===== config.mk =====
export PLATFORM = sky130hd
export DESIGN_NAME = bus_servo_command_framer
export DESIGN_NICKNAME = d
export VERILOG_FILES = /design/src/hdl/bsf_pkg.sv /design/src/hdl/bsf_builder.sv /design/src/hdl/bsf_serializer.sv /design/src/hdl/bus_servo_command_framer.sv
export SDC_FILE = /design/constraint.sdc
export NUM_CORES = 1
export LEC_CHECK = 0
export ABC_CLOCK_PERIOD_IN_PS = 11870
export BUFFER_PORTS_ARGS = -buffer_cell sky130_fd_sc_hd__buf_2
export CORE_MARGIN = 1.5
export CORE_UTILIZATION = 30
export DETAILED_ROUTE_END_ITERATION = 6
export PLACE_DENSITY = 0.45
export SYNTH_ARGS = -nofsm -noshare
export SYNTH_HDL_FRONTEND = slang
export SYNTH_SLANG_ARGS = --single-unit
export TNS_END_PERCENT = 100

===== constraint.sdc =====
create_clock -name clk -period 11.87 [get_ports clk]
set_input_delay 1.187 -clock clk [delete_from_list [all_inputs] [get_ports clk]]
set_output_delay 1.187 -clock clk [all_outputs]
set_load 0.005 [all_outputs]

===== src/hdl/bsf_pkg.sv =====
package bsf_pkg;

  // Number of bytes in the longest frame and the width of a byte count.
  localparam int unsigned FRAME_BYTES_MAX = 10;
  localparam int unsigned COUNT_W         = $clog2(FRAME_BYTES_MAX + 1);

  localparam logic [7:0]  HEADER_BYTE     = 8'h55;
  localparam logic [7:0]  CMD_MOVE_TO     = 8'h01;
  localparam logic [7:0]  CMD_MODE        = 8'h1D;
  localparam logic [7:0]  CMD_TORQUE      = 8'h1F;

  // Angle limit in 1/16 degree (240 degrees) and motor speed limit.
  localparam logic [11:0] ANGLE_MAX       = 12'd3840;
  localparam logic signed [15:0] SPEED_LIMIT = 16'sd1000;

  localparam logic [15:0] MOVE_TIME_RESET = 16'd100;

  // Reciprocal of three scaled by 2^13, exact for dividends below 8192.
  localparam logic [11:0] RECIP_THREE     = 12'd2731;
  localparam int unsigned RECIP_SHIFT     = 13;

  typedef enum logic [1:0] {
    OP_MOVE   = 2'd0,
    OP_MOTOR  = 2'd1,
    OP_SERVO  = 2'd2,
    OP_TORQUE = 2'd3
  } op_t;

  typedef struct packed {
    op_t                operation;
    logic [7:0]         servo_id;
    logic signed [15:0] angle;
    logic signed [15:0] speed;
  } cmd_t;

  typedef struct packed {
    logic [7:0] frame_byte;
    logic       last;
  } res_t;

  // A complete frame: byte 0 is sent first.
  typedef struct packed {
    logic [FRAME_BYTES_MAX-1:0][7:0] bytes;
    logic [COUNT_W-1:0]              count;
  } frame_t;

endpackage


===== src/hdl/bsf_builder.sv =====
module bsf_builder (
  input  bsf_pkg::cmd_t   cmd,
  input  logic [15:0]     move_time,
  output bsf_pkg::frame_t frame
);
  import bsf_pkg::*;

  logic [11:0]        angle_clamped;
  logic [16:0]        angle_scaled;
  logic [23:0]        pos_product;
  logic [15:0]        pos;
  logic signed [15:0] speed_clamped;

  // pos = floor(a * 25 / 96) = floor(floor(a * 25 / 32) / 3).
  always_comb begin
    if (cmd.angle[15]) begin
      angle_clamped = '0;
    end else if (cmd.angle > $signed({4'b0000, ANGLE_MAX})) begin
      angle_clamped = ANGLE_MAX;
    end else begin
      angle_clamped = cmd.angle[11:0];
    end
    angle_scaled = 17'(angle_clamped) * 17'd25;
    pos_product  = 24'(angle_scaled[16:5]) * 24'(RECIP_THREE);
    pos          = 16'(pos_product[23:RECIP_SHIFT]);
  end

  always_comb begin
    if (cmd.speed < -SPEED_LIMIT) begin
      speed_clamped = -SPEED_LIMIT;
    end else if (cmd.speed > SPEED_LIMIT) begin
      speed_clamped = SPEED_LIMIT;
    end else begin
      speed_clamped = cmd.speed;
    end
  end

  always_comb begin
    logic [7:0] code;
    logic [7:0] len;
    logic [3:0][7:0] par;
    logic [7:0] sum;

    par = '0;
    unique case (cmd.operation)
      OP_MOVE: begin
        code = CMD_MOVE_TO;
        par  = {move_time[15:8], move_time[7:0], pos[15:8], pos[7:0]};
      end
      OP_MOTOR: begin
        code = CMD_MODE;
        par  = {speed_clamped[15:8], speed_clamped[7:0], 8'd0, 8'd1};
      end
      OP_SERVO: begin
        code = CMD_MODE;
      end
      OP_TORQUE: begin
        code = CMD_TORQUE;
        par  = {8'd0, 8'd0, 8'd0, 8'd1};
      end
      default: begin
        code = CMD_TORQUE;
      end
    endcase
    len = (cmd.operation == OP_TORQUE) ? 8'd4 : 8'd7;

    // Unused parameter slots are zero, so they do not disturb the sum.
    sum = cmd.servo_id + len + code + par[0] + par[1] + par[2] + par[3];

    frame.bytes[0] = HEADER_BYTE;
    frame.bytes[1] = HEADER_BYTE;
    frame.bytes[2] = cmd.servo_id;
    frame.bytes[3] = len;
    frame.bytes[4] = code;
    frame.bytes[5] = par[0];
    frame.bytes[6] = par[1];
    frame.bytes[7] = par[2];
    frame.bytes[8] = par[3];
    frame.bytes[9] = ~sum;
    frame.count    = COUNT_W'(FRAME_BYTES_MAX);
    if (cmd.operation == OP_TORQUE) begin
      frame.bytes[6] = ~sum;
      frame.count    = COUNT_W'(FRAME_BYTES_MAX - 3);
    end
  end

endmodule


===== src/hdl/bsf_serializer.sv =====
module bsf_serializer (
  input  logic            clk,
  input  logic            rst,
  input  logic            load,
  input  bsf_pkg::frame_t frame,
  output logic            ending,
  output logic            strobe,
  output bsf_pkg::res_t   result
);
  import bsf_pkg::*;

  logic [FRAME_BYTES_MAX-1:0][7:0] shift;
  logic [COUNT_W-1:0]              remaining;

  always_ff @(posedge clk) begin
    if (rst) begin
      remaining <= '0;
    end else if (load) begin
      remaining <= frame.count;
    end else if (remaining != '0) begin
      remaining <= remaining - 1'b1;
    end
  end

  always_ff @(posedge clk) begin
    if (load) begin
      shift <= frame.bytes;
    end else begin
      shift <= {8'h00, shift[FRAME_BYTES_MAX-1:1]};
    end
  end

  // The serializer can take a new frame in the cycle its last byte goes out.
  assign ending            = (remaining <= COUNT_W'(1));
  assign strobe            = (remaining != '0);
  assign result.frame_byte = shift[0];
  assign result.last       = (remaining == COUNT_W'(1));

endmodule


===== src/hdl/bus_servo_command_framer.sv =====
// An accepted request goes into the command register and is then loaded into
// the serializer when it is free, which puts the first byte of its frame on
// the result ports; bytes follow one per cycle. One command goes out per frame
// of ten bytes (seven for torque enable), set by the serializer's byte rate.
// Reset (rst, synchronous) empties the command register and the serializer
// and sets move_time to 100. The receiver cannot stall the result stream.
module bus_servo_command_framer (
  input  logic            clk,
  input  logic            rst,
  input  logic            start,
  output logic            busy,
  input  bsf_pkg::cmd_t   command,
  input  logic            cfg_valid,
  output logic            cfg_ready,
  input  logic [15:0]     cfg_data,
  output logic            strobe,
  output bsf_pkg::res_t   result
);
  import bsf_pkg::*;

  // The command register holds one request while the serializer finishes the
  // previous frame, so a new request is taken while bytes are still going out.
  cmd_t        cmd_reg;
  logic        cmd_valid;
  logic [15:0] move_time;
  frame_t      frame;
  logic        ending;
  logic        load;
  logic        accept;

  // The frame is built from the command register and handed to the
  // serializer as soon as it is empty or sending its final byte.
  assign load   = cmd_valid && ending;
  assign busy   = cmd_valid && !ending;
  assign accept = start && !busy;

  always_ff @(posedge clk) begin
    if (rst) begin
      cmd_valid <= 1'b0;
    end else if (accept) begin
      cmd_valid <= 1'b1;
    end else if (load) begin
      cmd_valid <= 1'b0;
    end
  end

  always_ff @(posedge clk) begin
    if (accept) begin
      cmd_reg <= command;
    end
  end

  // The move time register is always ready for a write.
  assign cfg_ready = 1'b1;

  always_ff @(posedge clk) begin
    if (rst) begin
      move_time <= MOVE_TIME_RESET;
    end else if (cfg_valid && cfg_ready) begin
      move_time <= cfg_data;
    end
  end

  bsf_builder u_builder (
    .cmd       (cmd_reg),
    .move_time (move_time),
    .frame     (frame)
  );

  bsf_serializer u_serializer (
    .clk    (clk),
    .rst    (rst),
    .load   (load),
    .frame  (frame),
    .ending (ending),
    .strobe (strobe),
    .result (result)
  );

endmodule


==> summary.txt <==
=================================================================================
Outcome ............................................................ finished, final reports clean
Routability cong. ..................................................        0.765
Post-synth ARST share ..............................................           0%
Number of flip-flops under the largest register name ...............           72
Final number of setup-violating endpoints ..........................            0
Total wirelength of the detailed-routed design .....................    20,400 um
Count of fill cells added during filler insertion ..................        3,252
Port-buffer cells ..................................................           72
Final Slew Violations ..............................................            0
Vias/cell ..........................................................         4.33
Number of flip-flops and latches in the synthesized netlist ........          143
IO Count ...........................................................           74
Footprint of the flip-flops and latches ............................ 0.00328 sq mm
Headroom to the max-slew limit .....................................        49.3%
Crit path max fanout ...............................................            8
Min Clock Period, post-route .......................................     11.19 ns
Net Count, Synth ...................................................        1,238
Antenna violations before repair ...................................            0
Count of flip-flops with a built-in enable after synthesis .........           42
Initial DRC count ..................................................          306
All-layer global routing usage .....................................        12.7%
Number of cell instances on the worst register-to-register path ....           48
Multi-input gate area .............................................. 0.00596 sq mm
Final Hold Fails ...................................................            0
Source-to-sink clock delay at the later pin of the worst-skew pair .      0.43 ns
Critical path data arrival time ....................................     11.48 ns
Detailed-router iteration count before antenna repair ..............            4
Clock tree from TritonCTS ..........................................         done
Wire length per cell ...............................................      13.6 um
Worst-Margin Slew ..................................................     0.753 ns
Proportion of layout cells with a drive suffix above 1 .............        17.6%
Number of warnings issued by yosys .................................            0
Sequential fraction of the synthesis area ..........................        33.6%
Remaining global-route overflow ....................................            0
Longest Clk Path Bufs ..............................................            2
Type of origin of the critical path ................................    flip-flop
Total of hold buffers inserted after clock tree synthesis ..........            0
Worst Path Class, Setup ............................................ flip-flop to flip-flop
# nets final .......................................................        1,320
Clock transition at path regs ......................................      0.06 ns
Slowest cell on crit path .......................................... sky130_fd_sc_hd__fa_1
Die boundary width .................................................       183 um
Die area ........................................................... 0.0337 sq mm
Total core area .................................................... 0.0318 sq mm
Post-synth top flop ................................................ sky130_fd_sc_hd__dfxtp_1
Floorplan row count ................................................           65
Delay of the slowest critical-path stage ...........................      0.54 ns
Post-synthesis instance area ....................................... 0.00977 sq mm
Unique masters post-synth ..........................................           67
Final routed DRC violation total ...................................            0
Area growth from synthesis to layout ...............................        17.6%
Type of the most critical hold path ................................ flip-flop to flip-flop
Count of mapped cells out of synthesis .............................          974
Timing-limited maximum frequency ...................................     89.3 MHz
Die Span Y .........................................................       183 um
Hpwl dp ............................................................    16,200 um
Number of global-route vias before repair ..........................        6,558
Leading cell type in the layout, fill and taps excluded ............ sky130_fd_sc_hd__inv_1
Fin crit share .....................................................        94.3%
Startpoint of the worst setup timing path ..........................  cmd_reg[17]
Maxcap violations ..................................................            0
Final setup skew ...................................................   0.00920 ns
Worst setup endpoint ............................................... u_serializer.shift[79]
Worst flop-to-flop path endpoint ................................... u_serializer.shift[79]
Worst hold path stage count ........................................            1
Synthesized area divided by synthesized cell count .................   10.0 sq um
Inserted Clock Buffers .............................................           17
Required time worst endpoint .......................................     12.15 ns
Detailed-route via count ...........................................        6,516
Clock root buffer master ........................................... sky130_fd_sc_hd__clkbuf_16
Number of nets with antenna violations after detailed routing ......            0
Worst r2r src ......................................................  cmd_reg[17]
Commonest non-fill, non-tap cells in the layout .................... sky130_fd_sc_hd__inv_1 (138), sky130_fd_sc_hd__ha_1 (133), sky130_fd_sc_hd__dfxtp_1 (101)
Utilization of the core after routing ..............................        36.1%
Num Clock Sinks ....................................................          143
Setup slack, reg-to-reg ............................................      0.68 ns
Worst setup EP type ................................................    flip-flop
Tightest hold margin ...............................................     0.401 ns
Starting density of the core .......................................        30.7%
Wire length of the first global-routing pass .......................    33,300 um
Maximum level of the CTS H-tree ....................................            4
Pin count of the biggest net entering global routing ...............           82
=================================================================================
synth_stat cells (18+ instances only):
| cell type | instances | area share (%) |
|---|---|---|
| sky130_fd_sc_hd__xnor2_1 | 24 | 2.2 |
| sky130_fd_sc_hd__inv_1 | 139 | 5.3 |
| sky130_fd_sc_hd__ha_1 | 135 | 17 |
| sky130_fd_sc_hd__edfxtp_1 | 42 | 13 |
| sky130_fd_sc_hd__nor2_1 | 62 | 2.4 |
| sky130_fd_sc_hd__and2_1 | 28 | 1.8 |
| sky130_fd_sc_hd__nand2_1 | 96 | 3.7 |
| sky130_fd_sc_hd__a21oi_1 | 29 | 1.5 |
| sky130_fd_sc_hd__clkbuf_1 | 18 | 0.69 |
| sky130_fd_sc_hd__fa_1 | 67 | 14 |
| sky130_fd_sc_hd__o21ai_0 | 37 | 1.9 |
| sky130_fd_sc_hd__nand2b_1 | 24 | 1.5 |
| sky130_fd_sc_hd__dfxtp_1 | 101 | 21 |
worst max-delay path: cells and delay by family (launching register included):
kind,cells,cell delay [ns]
AO/OA/AOI/OAI,10,1.71
XOR/XNOR,5,0.83
adder cells (fa/ha/maj),15,6.14
buffers and inverters,11,0.90
flip-flops,1,0.40
AND/OR/NAND/NOR,7,1.10
layout make-up:
cell class | instances | area share, %
Antenna cell | 1 | 0.0218
Clock buffer | 20 | 4.36
Clock inverter | 12 | 1.02
Inverter | 139 | 4.54
Multi-Input combinational cell | 658 | 51.9
Sequential cell | 143 | 28.6
Tap cell | 435 | 4.74
Timing Repair Buffer | 97 | 4.80
cell families after synthesis:
kind of cell | synth area share, %
flops | 33.6
compound gates | 9.39
simple gates | 12.6
other cells | 0.0384
fa+ha+maj | 31.0
xor+xnor | 4.03
mux | 2.11
buf+inv | 7.17
metal layers:
| metal | share of wire (%) | vias to the layer above | GRT usage [%] |
|---|---|---|---|
| met3 | 2.9 | 16 | 2.42 |
| met4 | 1.2 | 0 | 3.84 |
| li1 | - | 3379 | - |
| met5 | 0 | - | 0 |
| met2 | 42 | 87 | 18.8 |
| met1 | 54 | 3034 | 18.7 |
through the flow:
step                      cells  setup TNS (ns)  setup slack (ns)  instance area, sq um
after floorplan             974               0             0.570                  9770
after global placement     1466               0            0.0790                 10600
after detailed placement   1466         -0.0675           -0.0675                 10600
after CTS                  1498               0           0.00959                 11300
after global routing       1504         -0.0536           -0.0536                 11500
final                      1505               0             0.676                 11500
how the worst min path moves through the flow:
stage / start / slack, ns / end
final: u_serializer.shift[40] / 0.40 / u_serializer.shift[32]
after global routing: u_serializer.shift[34] / 0.42 / u_serializer.shift[26]
after CTS: u_serializer.shift[40] / 0.40 / u_serializer.shift[32]
after detailed placement: u_serializer.shift[20] / 0.39 / u_serializer.shift[12]
after global placement: u_serializer.shift[18] / 0.39 / u_serializer.shift[10]
after floorplan: u_serializer.shift[8] / 0.39 / u_serializer.result[1]
what timing repair did:
| action | CTS | global route |
|---|---|---|
| pin swaps | 0 | 14 |
| resized for setup | 4 | 41 |
| setup endpoints to repair | 2 | 10 |
| buffers inserted | 0 | 6 |
Power is left out: the tool's default activity adds up to more than one toggle a clock period on the data nets, which glitch-free logic cannot reach.
